===== config.mk =====
export PLATFORM = sky130hd
export DESIGN_NAME = interrupt_dispatch_controller_core
export DESIGN_NICKNAME = d
export VERILOG_FILES = /design/src/rtl/core/idc_pkg.sv /design/src/rtl/core/idc_apb_regs.sv /design/src/rtl/core/idc_handler_ram.sv /design/src/rtl/core/idc_cmp.sv /design/src/rtl/core/idc_engine.sv /design/src/rtl/core/interrupt_dispatch_controller_core.sv
export SDC_FILE = /design/constraint.sdc
export NUM_CORES = 1
export LEC_CHECK = 0
export ABC_AREA = 1
export ABC_CLOCK_PERIOD_IN_PS = 8800
export CORE_MARGIN = 2
export CORE_UTILIZATION = 48
export CTS_CLUSTER_DIAMETER = 100
export CTS_CLUSTER_SIZE = 10
export DETAILED_ROUTE_END_ITERATION = 8
export DONT_BUFFER_PORTS = 1
export HOLD_SLACK_MARGIN = 0.06
export SETUP_SLACK_MARGIN = 0.5
export SYNTH_ARGS = -nofsm -noshare
export SYNTH_HDL_FRONTEND = slang
export SYNTH_HIERARCHICAL = 1
export SYNTH_SLANG_ARGS = --single-unit
export TNS_END_PERCENT = 5

===== constraint.sdc =====
create_clock -name i_clk -period 8.8 [get_ports i_clk]
set_input_delay 0.44 -clock i_clk [delete_from_list [all_inputs] [get_ports i_clk]]
set_output_delay 0.44 -clock i_clk [all_outputs]
set_load 0.02 [all_outputs]

===== src/rtl/core/idc_pkg.sv =====
`timescale 1ns / 1ps
`default_nettype none
// ----------------------------------------------------------------------------
// Interrupt dispatch controller package
// Shared types, codes and constants of the interrupt dispatch controller.
// ----------------------------------------------------------------------------
package idc_pkg;

    localparam int unsigned CMP_W     = 32;
    localparam int unsigned HND_W     = 32;
    localparam int unsigned IDX_W     = 4;
    localparam int unsigned CNT_W     = 12;
    localparam int unsigned KIND_W    = 3;
    localparam int unsigned CFG_W     = 32;
    localparam int unsigned CFG_AW    = 3;

    localparam logic [CNT_W-1:0] STUCK_MAX     = 12'hFFF;
    localparam logic [CNT_W-1:0] TIMEOUT_RESET = 12'h800;

    localparam logic [IDX_W-1:0] LINE_PAD    = 4'd0;
    localparam logic [IDX_W-1:0] LINE_ROOT0  = 4'd4;
    localparam logic [IDX_W-1:0] LINE_ROOT1  = 4'd5;
    localparam logic [IDX_W-1:0] LINE_ROOT2  = 4'd6;
    localparam logic [1:0]       TIMER_PAD   = 2'd3;

    typedef enum logic [KIND_W-1:0] {
        KIND_RAISE    = 3'd0,
        KIND_MASK     = 3'd1,
        KIND_HANDLER  = 3'd2,
        KIND_DISPATCH = 3'd3,
        KIND_STOP     = 3'd4,
        KIND_RESTART  = 3'd5,
        KIND_INIT     = 3'd6
    } t_kind;

    typedef enum logic [KIND_W-1:0] {
        RK_LINE    = 3'd0,
        RK_DONE    = 3'd1,
        RK_TIMEOUT = 3'd2,
        RK_UNEXP   = 3'd3,
        RK_OPDONE  = 3'd4
    } t_rkind;

    typedef enum logic [2:0] {
        ST_IDLE,
        ST_EXEC,
        ST_HCMP,
        ST_SCAN,
        ST_SRD,
        ST_STUCK
    } t_state;

    typedef struct packed {
        logic       valid;
        logic       pad;
        logic [1:0] timer;
        logic       flag;
    } t_clear;

endpackage
`default_nettype wire


===== src/rtl/core/idc_apb_regs.sv =====
`timescale 1ns / 1ps
`default_nettype none
// ----------------------------------------------------------------------------
// Configuration register port
// Holds the timeout limit and serves APB reads and writes.
// ----------------------------------------------------------------------------
module idc_apb_regs
    import idc_pkg::*;
(
    input  wire logic              i_clk,
    input  wire logic              i_rst_n,
    input  wire logic              psel,
    input  wire logic              penable,
    input  wire logic              pwrite,
    input  wire logic [CFG_AW-1:0] paddr,
    input  wire logic [CFG_W-1:0]  pwdata,
    output logic      [CFG_W-1:0]  prdata,
    output logic                   pready,
    output logic      [CNT_W-1:0]  o_timeout_limit
);

    logic [CNT_W-1:0] r_timeout_limit;
    logic [CNT_W-1:0] n_timeout_limit;
    logic             w_sel_limit;

    assign w_sel_limit = (paddr[CFG_AW-1] == 1'b0);

    always_comb begin
        n_timeout_limit = r_timeout_limit;
        if (psel && penable && pwrite && w_sel_limit) begin
            n_timeout_limit = pwdata[CNT_W-1:0];
        end
    end

    always_ff @(posedge i_clk) begin
        if (!i_rst_n) begin
            r_timeout_limit <= TIMEOUT_RESET;
        end else begin
            r_timeout_limit <= n_timeout_limit;
        end
    end

    assign pready          = 1'b1;
    assign prdata          = w_sel_limit ? CFG_W'(r_timeout_limit) : '0;
    assign o_timeout_limit = r_timeout_limit;

endmodule
`default_nettype wire


===== src/rtl/core/idc_handler_ram.sv =====
`timescale 1ns / 1ps
`default_nettype none
// ----------------------------------------------------------------------------
// Handler table
// One write port and one registered read port; per-entry valid bits make
// unwritten or cleared entries read as zero.
// ----------------------------------------------------------------------------
module idc_handler_ram
    import idc_pkg::*;
#(
    parameter int unsigned NUM_LINES = 11,
    parameter int unsigned LW        = 4
) (
    input  wire logic             i_clk,
    input  wire logic             i_rst_n,
    input  wire logic             i_rd_en,
    input  wire logic [LW-1:0]    i_rd_addr,
    input  wire logic             i_wr_en,
    input  wire logic [LW-1:0]    i_wr_addr,
    input  wire logic [HND_W-1:0] i_wr_data,
    input  wire logic             i_clr,
    output logic      [HND_W-1:0] o_rdata
);

    logic [HND_W-1:0]     r_mem [NUM_LINES];
    logic [NUM_LINES-1:0] r_valid;
    logic [HND_W-1:0]     r_rdata;
    logic                 r_rvalid;

    always_ff @(posedge i_clk) begin
        if (i_wr_en) begin
            r_mem[i_wr_addr] <= i_wr_data;
        end
        if (i_rd_en) begin
            r_rdata <= r_mem[i_rd_addr];
        end
    end

    always_ff @(posedge i_clk) begin
        if (!i_rst_n) begin
            r_valid  <= '0;
            r_rvalid <= 1'b0;
        end else begin
            if (i_clr) begin
                r_valid <= '0;
            end else if (i_wr_en) begin
                r_valid[i_wr_addr] <= 1'b1;
            end
            if (i_rd_en) begin
                r_rvalid <= r_valid[i_rd_addr];
            end
        end
    end

    assign o_rdata = r_rvalid ? r_rdata : '0;

endmodule
`default_nettype wire


===== src/rtl/core/idc_cmp.sv =====
`timescale 1ns / 1ps
`default_nettype none
// ----------------------------------------------------------------------------
// Shared compare unit
// Equality and unsigned greater-than on two operands chosen by the sequencer.
// ----------------------------------------------------------------------------
module idc_cmp
    import idc_pkg::*;
(
    input  wire logic [CMP_W-1:0] i_a,
    input  wire logic [CMP_W-1:0] i_b,
    output logic                  o_eq,
    output logic                  o_gt
);

    assign o_eq = (i_a == i_b);
    assign o_gt = (i_a > i_b);

endmodule
`default_nettype wire


===== src/rtl/core/idc_engine.sv =====
`timescale 1ns / 1ps
`default_nettype none
// ----------------------------------------------------------------------------
// Dispatch sequencer
// Decodes transactions, walks lines one per cycle but pauses at pending ones,
// drives the handler table and shared compare unit, holds the result register.
// ----------------------------------------------------------------------------
module idc_engine
    import idc_pkg::*;
#(
    parameter int unsigned NUM_LINES = 11,
    parameter int unsigned LW        = 4
) (
    input  wire logic                 i_clk,
    input  wire logic                 i_rst_n,
    input  wire logic                 i_in_valid,
    output logic                      o_in_ready,
    input  wire logic [KIND_W-1:0]    i_kind,
    input  wire logic [NUM_LINES-1:0] i_raise,
    input  wire logic [NUM_LINES-1:0] i_nmask,
    input  wire logic [IDX_W-1:0]     i_idx,
    input  wire logic [HND_W-1:0]     i_hnd,
    input  wire logic [CNT_W-1:0]     i_limit,
    output logic                      o_res_valid,
    input  wire logic                 i_res_ready,
    output t_rkind                    o_res_kind,
    output logic      [IDX_W-1:0]     o_res_line,
    output logic      [HND_W-1:0]     o_res_hnd,
    output logic      [NUM_LINES-1:0] o_res_prev,
    output logic      [NUM_LINES-1:0] o_res_snap,
    output t_clear                    o_res_clr,
    output logic                      o_res_last,
    output logic                      o_rd_en,
    output logic      [LW-1:0]        o_rd_addr,
    output logic                      o_wr_en,
    output logic      [LW-1:0]        o_wr_addr,
    output logic      [HND_W-1:0]     o_wr_data,
    output logic                      o_clr,
    input  wire logic [HND_W-1:0]     i_rdata
);

    t_state               r_state, n_state;
    logic [KIND_W-1:0]    r_kind, n_kind;
    logic [NUM_LINES-1:0] r_raise, n_raise;
    logic [NUM_LINES-1:0] r_nmask, n_nmask;
    logic [IDX_W-1:0]     r_idx, n_idx;
    logic [HND_W-1:0]     r_hnd, n_hnd;
    logic                 r_init, n_init;
    logic [NUM_LINES-1:0] r_en, n_en;
    logic [NUM_LINES-1:0] r_mask, n_mask;
    logic [NUM_LINES-1:0] r_status, n_status;
    logic [NUM_LINES-1:0] r_saved, n_saved;
    logic [CNT_W-1:0]     r_count, n_count;
    logic [NUM_LINES-1:0] r_pend, n_pend;
    logic [LW-1:0]        r_line, n_line;

    logic                 r_ovalid, n_ovalid;
    t_rkind               r_orkind, n_orkind;
    logic [IDX_W-1:0]     r_oline, n_oline;
    logic [HND_W-1:0]     r_ohnd, n_ohnd;
    logic [NUM_LINES-1:0] r_oprev, n_oprev;
    logic [NUM_LINES-1:0] r_osnap, n_osnap;
    t_clear               r_oclr, n_oclr;
    logic                 r_olast, n_olast;

    logic                 w_ofree;
    logic                 w_idx_ok;
    logic                 w_last_line;
    logic [LW-1:0]        w_idx;
    logic [NUM_LINES-1:0] w_bit;
    logic [CMP_W-1:0]     w_cmp_a;
    logic [CMP_W-1:0]     w_cmp_b;
    logic                 w_eq;
    logic                 w_gt;

    assign w_ofree     = !r_ovalid || i_res_ready;
    assign w_idx_ok    = ({1'b0, r_idx} < (IDX_W + 1)'(NUM_LINES));
    assign w_idx       = r_idx[LW-1:0];
    assign w_bit       = NUM_LINES'(1) << w_idx;
    assign w_last_line = (r_line == LW'(NUM_LINES - 1));

    always_comb begin
        if (r_state == ST_STUCK) begin
            w_cmp_a = CMP_W'(r_count);
            w_cmp_b = CMP_W'(i_limit);
        end else begin
            w_cmp_a = r_hnd;
            w_cmp_b = i_rdata;
        end
    end

    idc_cmp u_cmp (
        .i_a  (w_cmp_a),
        .i_b  (w_cmp_b),
        .o_eq (w_eq),
        .o_gt (w_gt)
    );

    always_comb begin
        n_state = r_state;
        case (r_state)
            ST_IDLE: begin
                if (i_in_valid) begin
                    n_state = ST_EXEC;
                end
            end
            ST_EXEC: begin
                if (w_ofree) begin
                    if (r_kind == KIND_HANDLER && w_idx_ok && r_init) begin
                        n_state = ST_HCMP;
                    end else if (r_kind == KIND_DISPATCH && r_init) begin
                        n_state = ST_SCAN;
                    end else begin
                        n_state = ST_IDLE;
                    end
                end
            end
            ST_HCMP: begin
                if (w_ofree) begin
                    n_state = ST_IDLE;
                end
            end
            ST_SCAN: begin
                if (r_pend[r_line]) begin
                    n_state = ST_SRD;
                end else if (w_last_line) begin
                    n_state = ST_STUCK;
                end
            end
            ST_SRD: begin
                if (w_ofree) begin
                    n_state = w_last_line ? ST_STUCK : ST_SCAN;
                end
            end
            ST_STUCK: begin
                if (w_ofree) begin
                    n_state = ST_IDLE;
                end
            end
            default: n_state = ST_IDLE;
        endcase
    end

    always_comb begin
        o_rd_en   = 1'b0;
        o_rd_addr = r_line;
        o_wr_en   = 1'b0;
        o_clr     = 1'b0;
        case (r_state)
            ST_EXEC: begin
                if (r_kind == KIND_HANDLER && w_idx_ok) begin
                    o_rd_en   = 1'b1;
                    o_rd_addr = w_idx;
                end
                if (r_kind == KIND_INIT && !r_init && w_ofree) begin
                    o_clr = 1'b1;
                end
            end
            ST_HCMP: begin
                o_wr_en = w_ofree && !w_eq;
            end
            ST_SCAN: begin
                o_rd_en = r_pend[r_line];
            end
            default: ;
        endcase
    end

    assign o_wr_addr = w_idx;
    assign o_wr_data = r_hnd;

    always_comb begin
        n_kind   = r_kind;
        n_raise  = r_raise;
        n_nmask  = r_nmask;
        n_idx    = r_idx;
        n_hnd    = r_hnd;
        n_init   = r_init;
        n_en     = r_en;
        n_mask   = r_mask;
        n_status = r_status;
        n_saved  = r_saved;
        n_count  = r_count;
        n_pend   = r_pend;
        n_line   = r_line;
        n_ovalid = r_ovalid && !i_res_ready;
        n_orkind = r_orkind;
        n_oline  = r_oline;
        n_ohnd   = r_ohnd;
        n_oprev  = r_oprev;
        n_osnap  = r_osnap;
        n_oclr   = r_oclr;
        n_olast  = r_olast;

        if (w_ofree && (r_state == ST_EXEC || r_state == ST_HCMP
                        || r_state == ST_SRD || r_state == ST_STUCK)) begin
            n_ovalid = 1'b1;
            n_orkind = RK_OPDONE;
            n_oline  = '0;
            n_ohnd   = '0;
            n_oprev  = '0;
            n_osnap  = '0;
            n_oclr   = '0;
            n_olast  = 1'b1;
        end

        case (r_state)
            ST_IDLE: begin
                if (i_in_valid) begin
                    n_kind  = i_kind;
                    n_raise = i_raise;
                    n_nmask = i_nmask;
                    n_idx   = i_idx;
                    n_hnd   = i_hnd;
                end
            end
            ST_EXEC: begin
                if (w_ofree) begin
                    case (r_kind)
                        KIND_RAISE: n_status = r_status | r_raise;
                        KIND_MASK: begin
                            n_oprev = r_mask;
                            n_mask  = r_nmask;
                        end
                        KIND_HANDLER: begin
                            if (w_idx_ok && r_init) begin
                                n_ovalid = r_ovalid && !i_res_ready;
                            end
                        end
                        KIND_DISPATCH: begin
                            if (!r_init) begin
                                n_orkind = RK_UNEXP;
                                n_osnap  = r_status;
                            end else begin
                                n_ovalid = r_ovalid && !i_res_ready;
                                n_pend   = r_mask & r_en & r_status;
                                n_line   = '0;
                            end
                        end
                        KIND_STOP: begin
                            if (r_init) begin
                                n_saved  = r_mask;
                                n_mask   = '0;
                                n_status = '0;
                                n_init   = 1'b0;
                            end
                        end
                        KIND_RESTART: begin
                            if (!r_init) begin
                                n_init = 1'b1;
                                n_mask = r_saved;
                            end
                        end
                        KIND_INIT: begin
                            if (!r_init) begin
                                n_mask   = '0;
                                n_status = '0;
                                n_en     = '0;
                                n_saved  = '0;
                                n_init   = 1'b1;
                            end
                        end
                        default: ;
                    endcase
                end
            end
            ST_HCMP: begin
                if (w_ofree && !w_eq) begin
                    if (r_hnd == '0) begin
                        n_mask = r_mask & ~w_bit;
                        n_en   = r_en & ~w_bit;
                    end else begin
                        n_mask = r_mask | w_bit;
                        n_en   = r_en | w_bit;
                    end
                    if (r_idx == LINE_PAD) begin
                        n_oclr.valid = 1'b1;
                        n_oclr.pad   = 1'b1;
                        n_oclr.timer = TIMER_PAD;
                        n_oclr.flag  = (r_hnd == '0);
                    end else if (r_idx inside {LINE_ROOT0, LINE_ROOT1, LINE_ROOT2}) begin
                        n_oclr.valid = 1'b1;
                        n_oclr.timer = 2'(r_idx - LINE_ROOT0);
                        n_oclr.flag  = (r_hnd == '0);
                    end
                end
            end
            ST_SCAN: begin
                if (r_pend[r_line]) begin
                    n_status[r_line] = 1'b0;
                end else if (!w_last_line) begin
                    n_line = r_line + LW'(1);
                end
            end
            ST_SRD: begin
                if (w_ofree) begin
                    n_orkind = RK_LINE;
                    n_oline  = IDX_W'(r_line);
                    n_ohnd   = i_rdata;
                    n_olast  = 1'b0;
                    if (!w_last_line) begin
                        n_line = r_line + LW'(1);
                    end
                end
            end
            ST_STUCK: begin
                if (w_ofree) begin
                    if ((r_status & r_mask) == '0) begin
                        n_count  = '0;
                        n_orkind = RK_DONE;
                    end else if (w_gt) begin
                        n_orkind = RK_TIMEOUT;
                        n_osnap  = r_status;
                        n_count  = '0;
                        n_status = '0;
                    end else begin
                        if (r_count != STUCK_MAX) begin
                            n_count = r_count + CNT_W'(1);
                        end
                        n_orkind = RK_DONE;
                    end
                end
            end
            default: ;
        endcase
    end

    always_ff @(posedge i_clk) begin
        if (!i_rst_n) begin
            r_state  <= ST_IDLE;
            r_init   <= 1'b0;
            r_en     <= '0;
            r_mask   <= '0;
            r_status <= '0;
            r_saved  <= '0;
            r_count  <= '0;
            r_ovalid <= 1'b0;
        end else begin
            r_state  <= n_state;
            r_init   <= n_init;
            r_en     <= n_en;
            r_mask   <= n_mask;
            r_status <= n_status;
            r_saved  <= n_saved;
            r_count  <= n_count;
            r_ovalid <= n_ovalid;
        end
    end

    always_ff @(posedge i_clk) begin
        r_kind   <= n_kind;
        r_raise  <= n_raise;
        r_nmask  <= n_nmask;
        r_idx    <= n_idx;
        r_hnd    <= n_hnd;
        r_pend   <= n_pend;
        r_line   <= n_line;
        r_orkind <= n_orkind;
        r_oline  <= n_oline;
        r_ohnd   <= n_ohnd;
        r_oprev  <= n_oprev;
        r_osnap  <= n_osnap;
        r_oclr   <= n_oclr;
        r_olast  <= n_olast;
    end

    assign o_in_ready  = (r_state == ST_IDLE);
    assign o_res_valid = r_ovalid;
    assign o_res_kind  = r_orkind;
    assign o_res_line  = r_oline;
    assign o_res_hnd   = r_ohnd;
    assign o_res_prev  = r_oprev;
    assign o_res_snap  = r_osnap;
    assign o_res_clr   = r_oclr;
    assign o_res_last  = r_olast;

endmodule
`default_nettype wire


===== src/rtl/core/interrupt_dispatch_controller_core.sv =====
// A non-dispatch transaction has its result registered in the execute state once the output
// is free, a handler update in the compare state after it. A dispatch is paced by the line
// scan, which visits one line per cycle but waits on the output at each serviced line.
// Throughput: the next transaction is accepted the cycle after the last result is registered.
// Reset is synchronous and active low; it clears the control state and the handler table
// valid bits at once and sets the timeout limit to 2048.
`timescale 1ns / 1ps
`default_nettype none
// ----------------------------------------------------------------------------
// Interrupt dispatch controller
// Status, mask, enable set and handler table with a sequential dispatch scan.
// ----------------------------------------------------------------------------
module interrupt_dispatch_controller_core
    import idc_pkg::*;
#(
    parameter int unsigned NUM_LINES = 11
) (
    input  wire logic               i_clk,
    input  wire logic               i_rst_n,
    input  wire logic               s_axis_tvalid,
    output logic                    s_axis_tready,
    // raise_lines, new_mask, irq_index, handler_address, zero fill
    input  wire logic [((2*NUM_LINES+36+7)/8)*8-1:0] s_axis_tdata,
    // kind
    input  wire logic [KIND_W-1:0]  s_axis_tuser,
    output logic                    m_axis_tvalid,
    input  wire logic               m_axis_tready,
    // line_number, handler_out, previous_mask, status_snapshot, clear_valid,
    // clear_pad, clear_timer, clear_flag, zero fill
    output logic [((2*NUM_LINES+41+7)/8)*8-1:0] m_axis_tdata,
    // result_kind
    output logic      [KIND_W-1:0]  m_axis_tuser,
    output logic                    m_axis_tlast,
    input  wire logic               psel,
    input  wire logic               penable,
    input  wire logic               pwrite,
    input  wire logic [CFG_AW-1:0]  paddr,
    input  wire logic [CFG_W-1:0]   pwdata,
    output logic      [CFG_W-1:0]   prdata,
    output logic                    pready
);

    localparam int unsigned LW    = (NUM_LINES > 1) ? $clog2(NUM_LINES) : 1;
    localparam int unsigned OUT_W = ((2*NUM_LINES+41+7)/8)*8;

    logic [CNT_W-1:0]     w_limit;
    logic                 w_rd_en;
    logic [LW-1:0]        w_rd_addr;
    logic                 w_wr_en;
    logic [LW-1:0]        w_wr_addr;
    logic [HND_W-1:0]     w_wr_data;
    logic                 w_clr;
    logic [HND_W-1:0]     w_rdata;
    t_rkind               w_res_kind;
    logic [IDX_W-1:0]     w_res_line;
    logic [HND_W-1:0]     w_res_hnd;
    logic [NUM_LINES-1:0] w_res_prev;
    logic [NUM_LINES-1:0] w_res_snap;
    t_clear               w_res_clr;

    idc_apb_regs u_regs (
        .i_clk           (i_clk),
        .i_rst_n         (i_rst_n),
        .psel            (psel),
        .penable         (penable),
        .pwrite          (pwrite),
        .paddr           (paddr),
        .pwdata          (pwdata),
        .prdata          (prdata),
        .pready          (pready),
        .o_timeout_limit (w_limit)
    );

    idc_handler_ram #(
        .NUM_LINES (NUM_LINES),
        .LW        (LW)
    ) u_ram (
        .i_clk     (i_clk),
        .i_rst_n   (i_rst_n),
        .i_rd_en   (w_rd_en),
        .i_rd_addr (w_rd_addr),
        .i_wr_en   (w_wr_en),
        .i_wr_addr (w_wr_addr),
        .i_wr_data (w_wr_data),
        .i_clr     (w_clr),
        .o_rdata   (w_rdata)
    );

    idc_engine #(
        .NUM_LINES (NUM_LINES),
        .LW        (LW)
    ) u_engine (
        .i_clk       (i_clk),
        .i_rst_n     (i_rst_n),
        .i_in_valid  (s_axis_tvalid),
        .o_in_ready  (s_axis_tready),
        .i_kind      (s_axis_tuser),
        .i_raise     (s_axis_tdata[NUM_LINES-1:0]),
        .i_nmask     (s_axis_tdata[2*NUM_LINES-1:NUM_LINES]),
        .i_idx       (s_axis_tdata[2*NUM_LINES+IDX_W-1:2*NUM_LINES]),
        .i_hnd       (s_axis_tdata[2*NUM_LINES+IDX_W+HND_W-1:2*NUM_LINES+IDX_W]),
        .i_limit     (w_limit),
        .o_res_valid (m_axis_tvalid),
        .i_res_ready (m_axis_tready),
        .o_res_kind  (w_res_kind),
        .o_res_line  (w_res_line),
        .o_res_hnd   (w_res_hnd),
        .o_res_prev  (w_res_prev),
        .o_res_snap  (w_res_snap),
        .o_res_clr   (w_res_clr),
        .o_res_last  (m_axis_tlast),
        .o_rd_en     (w_rd_en),
        .o_rd_addr   (w_rd_addr),
        .o_wr_en     (w_wr_en),
        .o_wr_addr   (w_wr_addr),
        .o_wr_data   (w_wr_data),
        .o_clr       (w_clr),
        .i_rdata     (w_rdata)
    );

    assign m_axis_tuser = w_res_kind;
    assign m_axis_tdata = OUT_W'({w_res_clr.flag, w_res_clr.timer, w_res_clr.pad,
                                 w_res_clr.valid, w_res_snap, w_res_prev,
                                 w_res_hnd, w_res_line});

endmodule
`default_nettype wire

# --- Yosys cells after proc, flatten, opt, wreduce, memory -nomap -nowiden ---
# Memories as Yosys holds them, arrays and structs flattened. A register that Yosys moved wholly into a read port is not among the register bits.
# Cells that the tools add are included.
classes:
  bitwise_logic: 14
  shift: 1
  addsub: 3
  eq_ne: 37
  n_mux: 107
  n_lt_le_gt_ge: 7
  n_reduce_logical: 47
ops:
  columns: ["cell", "n"]
  rows:
  - ["two-way mux 11 bit", 26]
  - ["two-way mux 32 bit", 6]
  - ["case mux 11 bit (2 select lines)", 4]
  - ["AND 11 bit", 6]
  - ["case mux 11 bit (3 select lines)", 2]
  - ["two-way mux 3 bit", 17]
  - ["two-way mux 12 bit", 4]
  - ["two-way mux 4 bit", 11]
  - ["bitwise OR 11 bit", 4]
  - ["case mux 11 bit (4 select lines)", 1]
  - ["equality test 32 bit", 1]
  - ["> comparator 32 bit", 1]
  - ["zero test 32 bit", 1]
  - ["inverter 11 bit", 2]
  - ["two-way mux 1 bit", 21]
  - ["inequality test 2 x 1 -> 1 bit (second input constant)", 8]
  - ["equality test 3 bit (second input constant)", 5]
  - ["< comparator 4 x 5 -> 1 bit (second input constant)", 3]
  - ["two-way mux 5 bit", 3]
  - ["case mux 3 bit (5 select lines)", 1]
  - ["logical AND 1 bit", 14]
  - ["inequality test 2 bit (second input constant)", 7]
  - ["adder 12 x 1 -> 12 bit (second input constant)", 1]
  - ["equality test 3 x 2 -> 1 bit (second input constant)", 4]
  - ["35 further kinds", 63]
totals:
  ram_bits: 352
  regBits: 228
  wordCells: 245
  memories: 1
  inputBits: 109
  output_inout_bits: 103
mem_list:
  columns: ["memory", "depth", "width", "rd", "rd_clocked_by_memory_dff", "wr", "line_no", "text"]
  rows:
  - ["u_ram.r_mem", 11, 32, 1, 1, 1, "idc_handler_ram.sv:25", "logic [HND_W-1:0] r_mem [NUM_LINES];"]

# --- Logic depth before layout (Yosys ltp) ---
logic_depth:
  depth_word: 10
  ltp_mapped: 27
  ltp_nobuf: 26

# --- Modules after synthesis ---
# The synthesis kept the hierarchy.
by_module_without_submodules:
  columns: ["module", "area_per_inst_um2", "instances", "cells_each", "seq_area_each_um2"]
  rows:
  - ["idc_handler_ram", 15650.0, 1, 1241, 11771.3]
  - ["idc_engine", 9967.1, 1, 1228, 5205.0]
  - ["idc_cmp", 920.9, 1, 142, 0.0]
  - ["idc_apb_regs", 804.5, 1, 129, 240.2]
  - ["interrupt_dispatch_controller_core", 11.3, 1, 2, 0.0]

# --- Worst setup path before layout ---
# Ideal clock, no wire load.
synth_timing:
  path_kind: "reg2reg"
  start: "register u_engine.r_state[0]"
  end: "memory u_ram.r_mem[9][0], enable pin"
  path_buffers: 2
  setup_time_ns: 0.464
  path_stages_with_launch: 21
  arrival_time_ns: 4.920
  synth_period_minus_slack_ns: 5.383
  required_time_ns: 8.336
  slack_ns: 3.417
  path_cell_list: "dfxtp_1 -> inv_2 -> nor2_8 -> nand2_1 -> clkbuf_1 -> clkbuf_1 -> nand2_1 -> inv_1 -> inv_1 -> ha_1 -> nand2_1 -> nor2_1 -> and2_4 -> inv_2 -> nor3_4 -> nand3b_1 -> inv_1 -> inv_1 -> nor3_1 -> inv_1 -> nor3_1"
synth_between:
  elab_chain_cells: 8
  word_cells_on_any_way: 10
  classes_between: "3 x eq/ne; 5 x mux; 2 x reduce/logical"
synth_rtl:
  columns: ["element", "line_no", "text"]
  rows:
  - ["from (decl)", "idc_engine.sv:42", "t_state r_state, n_state;"]
  - ["from (signal assigned)", "idc_engine.sv:339", "r_state <= n_state;"]
  - ["equality test 3 bit", "idc_engine.sv:83", "if (r_state == ST_STUCK) begin"]
  - ["two-way mux 32 bit", "idc_engine.sv:83", null]
  - ["named net u_engine.w_cmp_b[27]", "idc_engine.sv:72", "logic [CMP_W-1:0] w_cmp_b;"]
  - ["equality test 32 bit", "idc_cmp.sv:16", "assign o_eq = (i_a == i_b);"]
  - ["named net u_engine.w_eq", "idc_engine.sv:73", "logic w_eq;"]
  - ["zero test 1 bit", "idc_engine.sv:160", "o_wr_en = w_ofree && !w_eq;"]
  - ["logical AND 1 bit", "idc_engine.sv:160", null]
  - ["two-way mux 1 bit", "idc_engine.sv:149", "case (r_state)"]
  - ["named net w_wr_en", "interrupt_dispatch_controller_core.sv:49", "logic w_wr_en;"]
  - ["two-way mux 1 bit", "idc_handler_ram.sv:31", "if (i_wr_en) begin"]
  - ["two-way mux 1 bit (not written as such)", "idc_handler_ram.sv:32", "r_mem[i_wr_addr] <= i_wr_data;"]
  - ["to (decl)", "idc_handler_ram.sv:25", null]
# The timed path passes the listed nets, and every way through them passes these cells.

# --- Worst setup path in the final report ---
layout_timing:
  start: "register u_engine.r_state[1]"
  end: "memory u_ram.r_mem[8][7], enable pin"
# The elaborated chain is that of the path after synthesis.

==> flow_summary.ini <==
[run_status]
outcome = finished, final reports clean

[synth]
yosysWarnings = 6
synthesis.area_sq_um = 27400
synth_cell_types = 44
synthCells = 2742
synth_edf_count = 496
ys_seq_area_share_pct = 62.9
async_flop_share_pct = 0
synth_seq_cells = 612
synth_area_per_cell_sq_um = 9.98
synthFlopType = edfxtp_1

[route]
wl_met3_mm = 5.36
routedWlPerCell_microns = 20.0
wl_mm = 71.0
vias_per_cell = 5.48
firstDrtPassIters = 8
first_iter_violations = 2047
drc = 0
wirelength_met1_mm = 31.1
dr_wl_met2_mm = 32.9
highest_layer = met5
vias = 19492
postRouteAntennaNets = 0

[cts]
htree_num_levels = 3
cts-root-buf = clkbuf_16
cts_tree = yes
clk_latency_ps = 600
ctsResizeCount = 0
post_cts_buffers = 0
hold_buffers = 66
cts_buffer_depth = 3
numCtsBuffers = 71
clkTransAtPathRegs_ps = 60
clkSinkCount = 612

[global_route]
grt_pass1_vias = 18282
grt_overflow = 0
grt_max_degree = 176
grt_antenna_before_repair = 2
grt_pass1_wl_mm = 109
grt_use_total_pct = 24.0

[finish]
multi_input_area_sq_um = 8270
ff_latch_area_sq_um = 17200
fill_cells = 4967
drive_gt1_share_pct = 6.14
area_delta_synth_final_pct = 11.1
finalNonFillerCells = 3557
fin_util_pct = 53.9
nets = 2912
diodes = 0

[setup_path]
required_ps = 9060
reg2reg_from = u_engine/r_state[1]$_SDFFE_PN0P_
crit_type = reg -> reg
slowest_stage = inv_1
critPathBufInv = 8
crit_path_end_kind = flop
arrival_ps = 5680
cp_top_family = buffers and inverters
crit_chain = nor2_8 > nand2_2 > buf_4 > inv_2 > nand2_1 > nand2_1 > inv_1 > ha_1 > nand2_1 > inv_2 > nand3_2 > nor3_2 > nand3_2 > nor3_4 > nand3b_1 > inv_1 > inv_1 > nor3_1 > nand2_1 > inv_1 > buf_4
setup.worst_path.start_class = flop
max_stage_delay_ps = 680
cp-startpoint = u_engine/r_state[1]$_SDFFE_PN0P_
critPathMaxFanout = 41

[timing]
rsz0062_at_grt = no
period_needed_ps = 5410
setup_violations = 0
fmax_mhz = 185
worst_slack_ps = 3390
clock_skew_ps = 24.8
tns_ps = 0
hold_slack_ps = 90.5
worstMarginPinSlew_ps = 1200
hold_violations = 0
slew-limit-headroom_pct = 20.1
fin_crit_sh_pct = 61.5
maxSlewViolCount = 0

[worst_hold_path]
hp-class = in -> reg
min_from = pwdata[6]

[power]
p_leak_nw = 11.8
vdd_drop_max_mv = 0.169
powerDensity_nw_per_um2 = 206

[place]
io_buffers = 0
place_congestion = 0.856
dpl.hpwl_mm = 42.0
pre_cts_ws_ps = 3480
placedCellCount = 3383

[floorplanning]
num_io_pins = 212
core_sq_um = 56400
start_util_pct = 48.5
rows = 87
dieArea_sq_um = 58900
chipHeight_microns = 243
dieWidth_microns = 243

[flow_run]
drv_cap = 0
==> metrics by stage <==
stage                     total power [mW]  cell area [sq um]
after floorplan                       3.57              27400
after global placement                3.67              27800
after detailed placement              3.68              27800
after CTS                             6.32              30400
after global routing                  6.49              30400
final                                 6.25              30400
==> area by class of cell <==
class                           count  area share, %
Sequential cell                   612           56.6
Multi-Input combinational cell   1694           27.2
Clock buffer                      103           6.31
Inverter                          295           3.67
Tap cell                          756           3.11
Timing Repair Buffer               92           2.89
Clock inverter                      5          0.169
==> cells by family after synthesis <==
group                    share of synthesized area, %
AO/OA/AOI/OAI                                    9.19
XOR/XNOR                                       0.0961
adder cells (fa/ha/maj)                          1.69
buffers and inverters                            7.36
flip-flops                                       62.9
other                                          0.0412
AND/OR/NAND/NOR                                  18.7
==> tightest hold or removal path: stages <==
cell and delay [ps]:
inv_1 40, nand3_1 70, nand2_1 60, nor2_1 30
==> cell usage in the layout, fill, tap and decap left out, types with 22 or more instances in the layout <==
master / netlist / routed
ha_1: 37 / 37
o211ai_1: 62 / 62
conb_1: 3 / 22
nand2_1: 508 / 505
buf_4: 41 / 25
a32o_1: 33 / 33
o21ai_1: 37 / 37
dfxtp_1: 116 / 116
inv_1: 276 / 275
nand4_1: 35 / 35
nor2_1: 420 / 417
nand3_1: 187 / 187
o21ai_0: 208 / 204
a21oi_1: 62 / 62
clkbuf_1: 60 / 31
edfxtp_1: 496 / 496
clkbuf_16: 0 / 72
dlygate4sd3_1: 0 / 65
==> path summary, 6_finish.rpt <==
| check | to | slack, ps | cells past startpoint |
|---|---|---|---|
| setup reg to reg | u_ram/r_mem[8][7]$_DFFE_PP_ | 3390 | 21 |
| setup / recovery | u_ram/r_mem[8][7]$_DFFE_PP_ | 3390 | 21 |
| hold / removal | u_regs/o_timeout_limit[6]$_SDFFE_PN0P_ | 90 | 4 |
| hold reg to reg | u_ram/r_valid[0]$_SDFFE_PP0P_ | 460 | 2 |
==> report_power, final <==
part	switching [mW]	internal [mW]	total, mW
clock	1.10	1.50	2.60
combinational	0.240	0.113	0.353
sequential	0.103	3.19	3.30
==> registers in the layout, indices dropped and copies added (netlist names), 12 cells and up, named ones only <==
| name | cells |
|---|---|
| u_regs/o_timeout_limit | 12 |
| u_engine/r_count | 12 |
| u_engine/o_wr_data | 32 |
| u_ram/r_mem | 352 |
| u_ram/r_rdata | 32 |
==> layer usage <==
| layer | global-route usage, % | up-vias |
|---|---|---|
| met4 | 7.67 | 2 |
| li1 | - | 9297 |
| met3 | 4.15 | 113 |
| met5 | 0 | - |
| met1 | 33.9 | 9353 |
| met2 | 37.7 | 727 |
==> synth_stat cells, types with 16 or more instances <==
cell type  instances  area (sq um)
nand2_1          508          1910
edfxtp_1         496         14900
a32o_1            33           330
ha_1              37           463
o21ai_0          208          1040
nand3_1          187           936
nand4_1           35           219
inv_2             16          60.1
buf_2             36           180
inv_1            276          1040
nor2_1           420          1580
dfxtp_1          116          2320
o21ai_1           37           185
o211ai_1          62           465
a21oi_1           62           310
buf_4             41           308
clkbuf_1          60           225
Power figures use the tool's default switching activity.
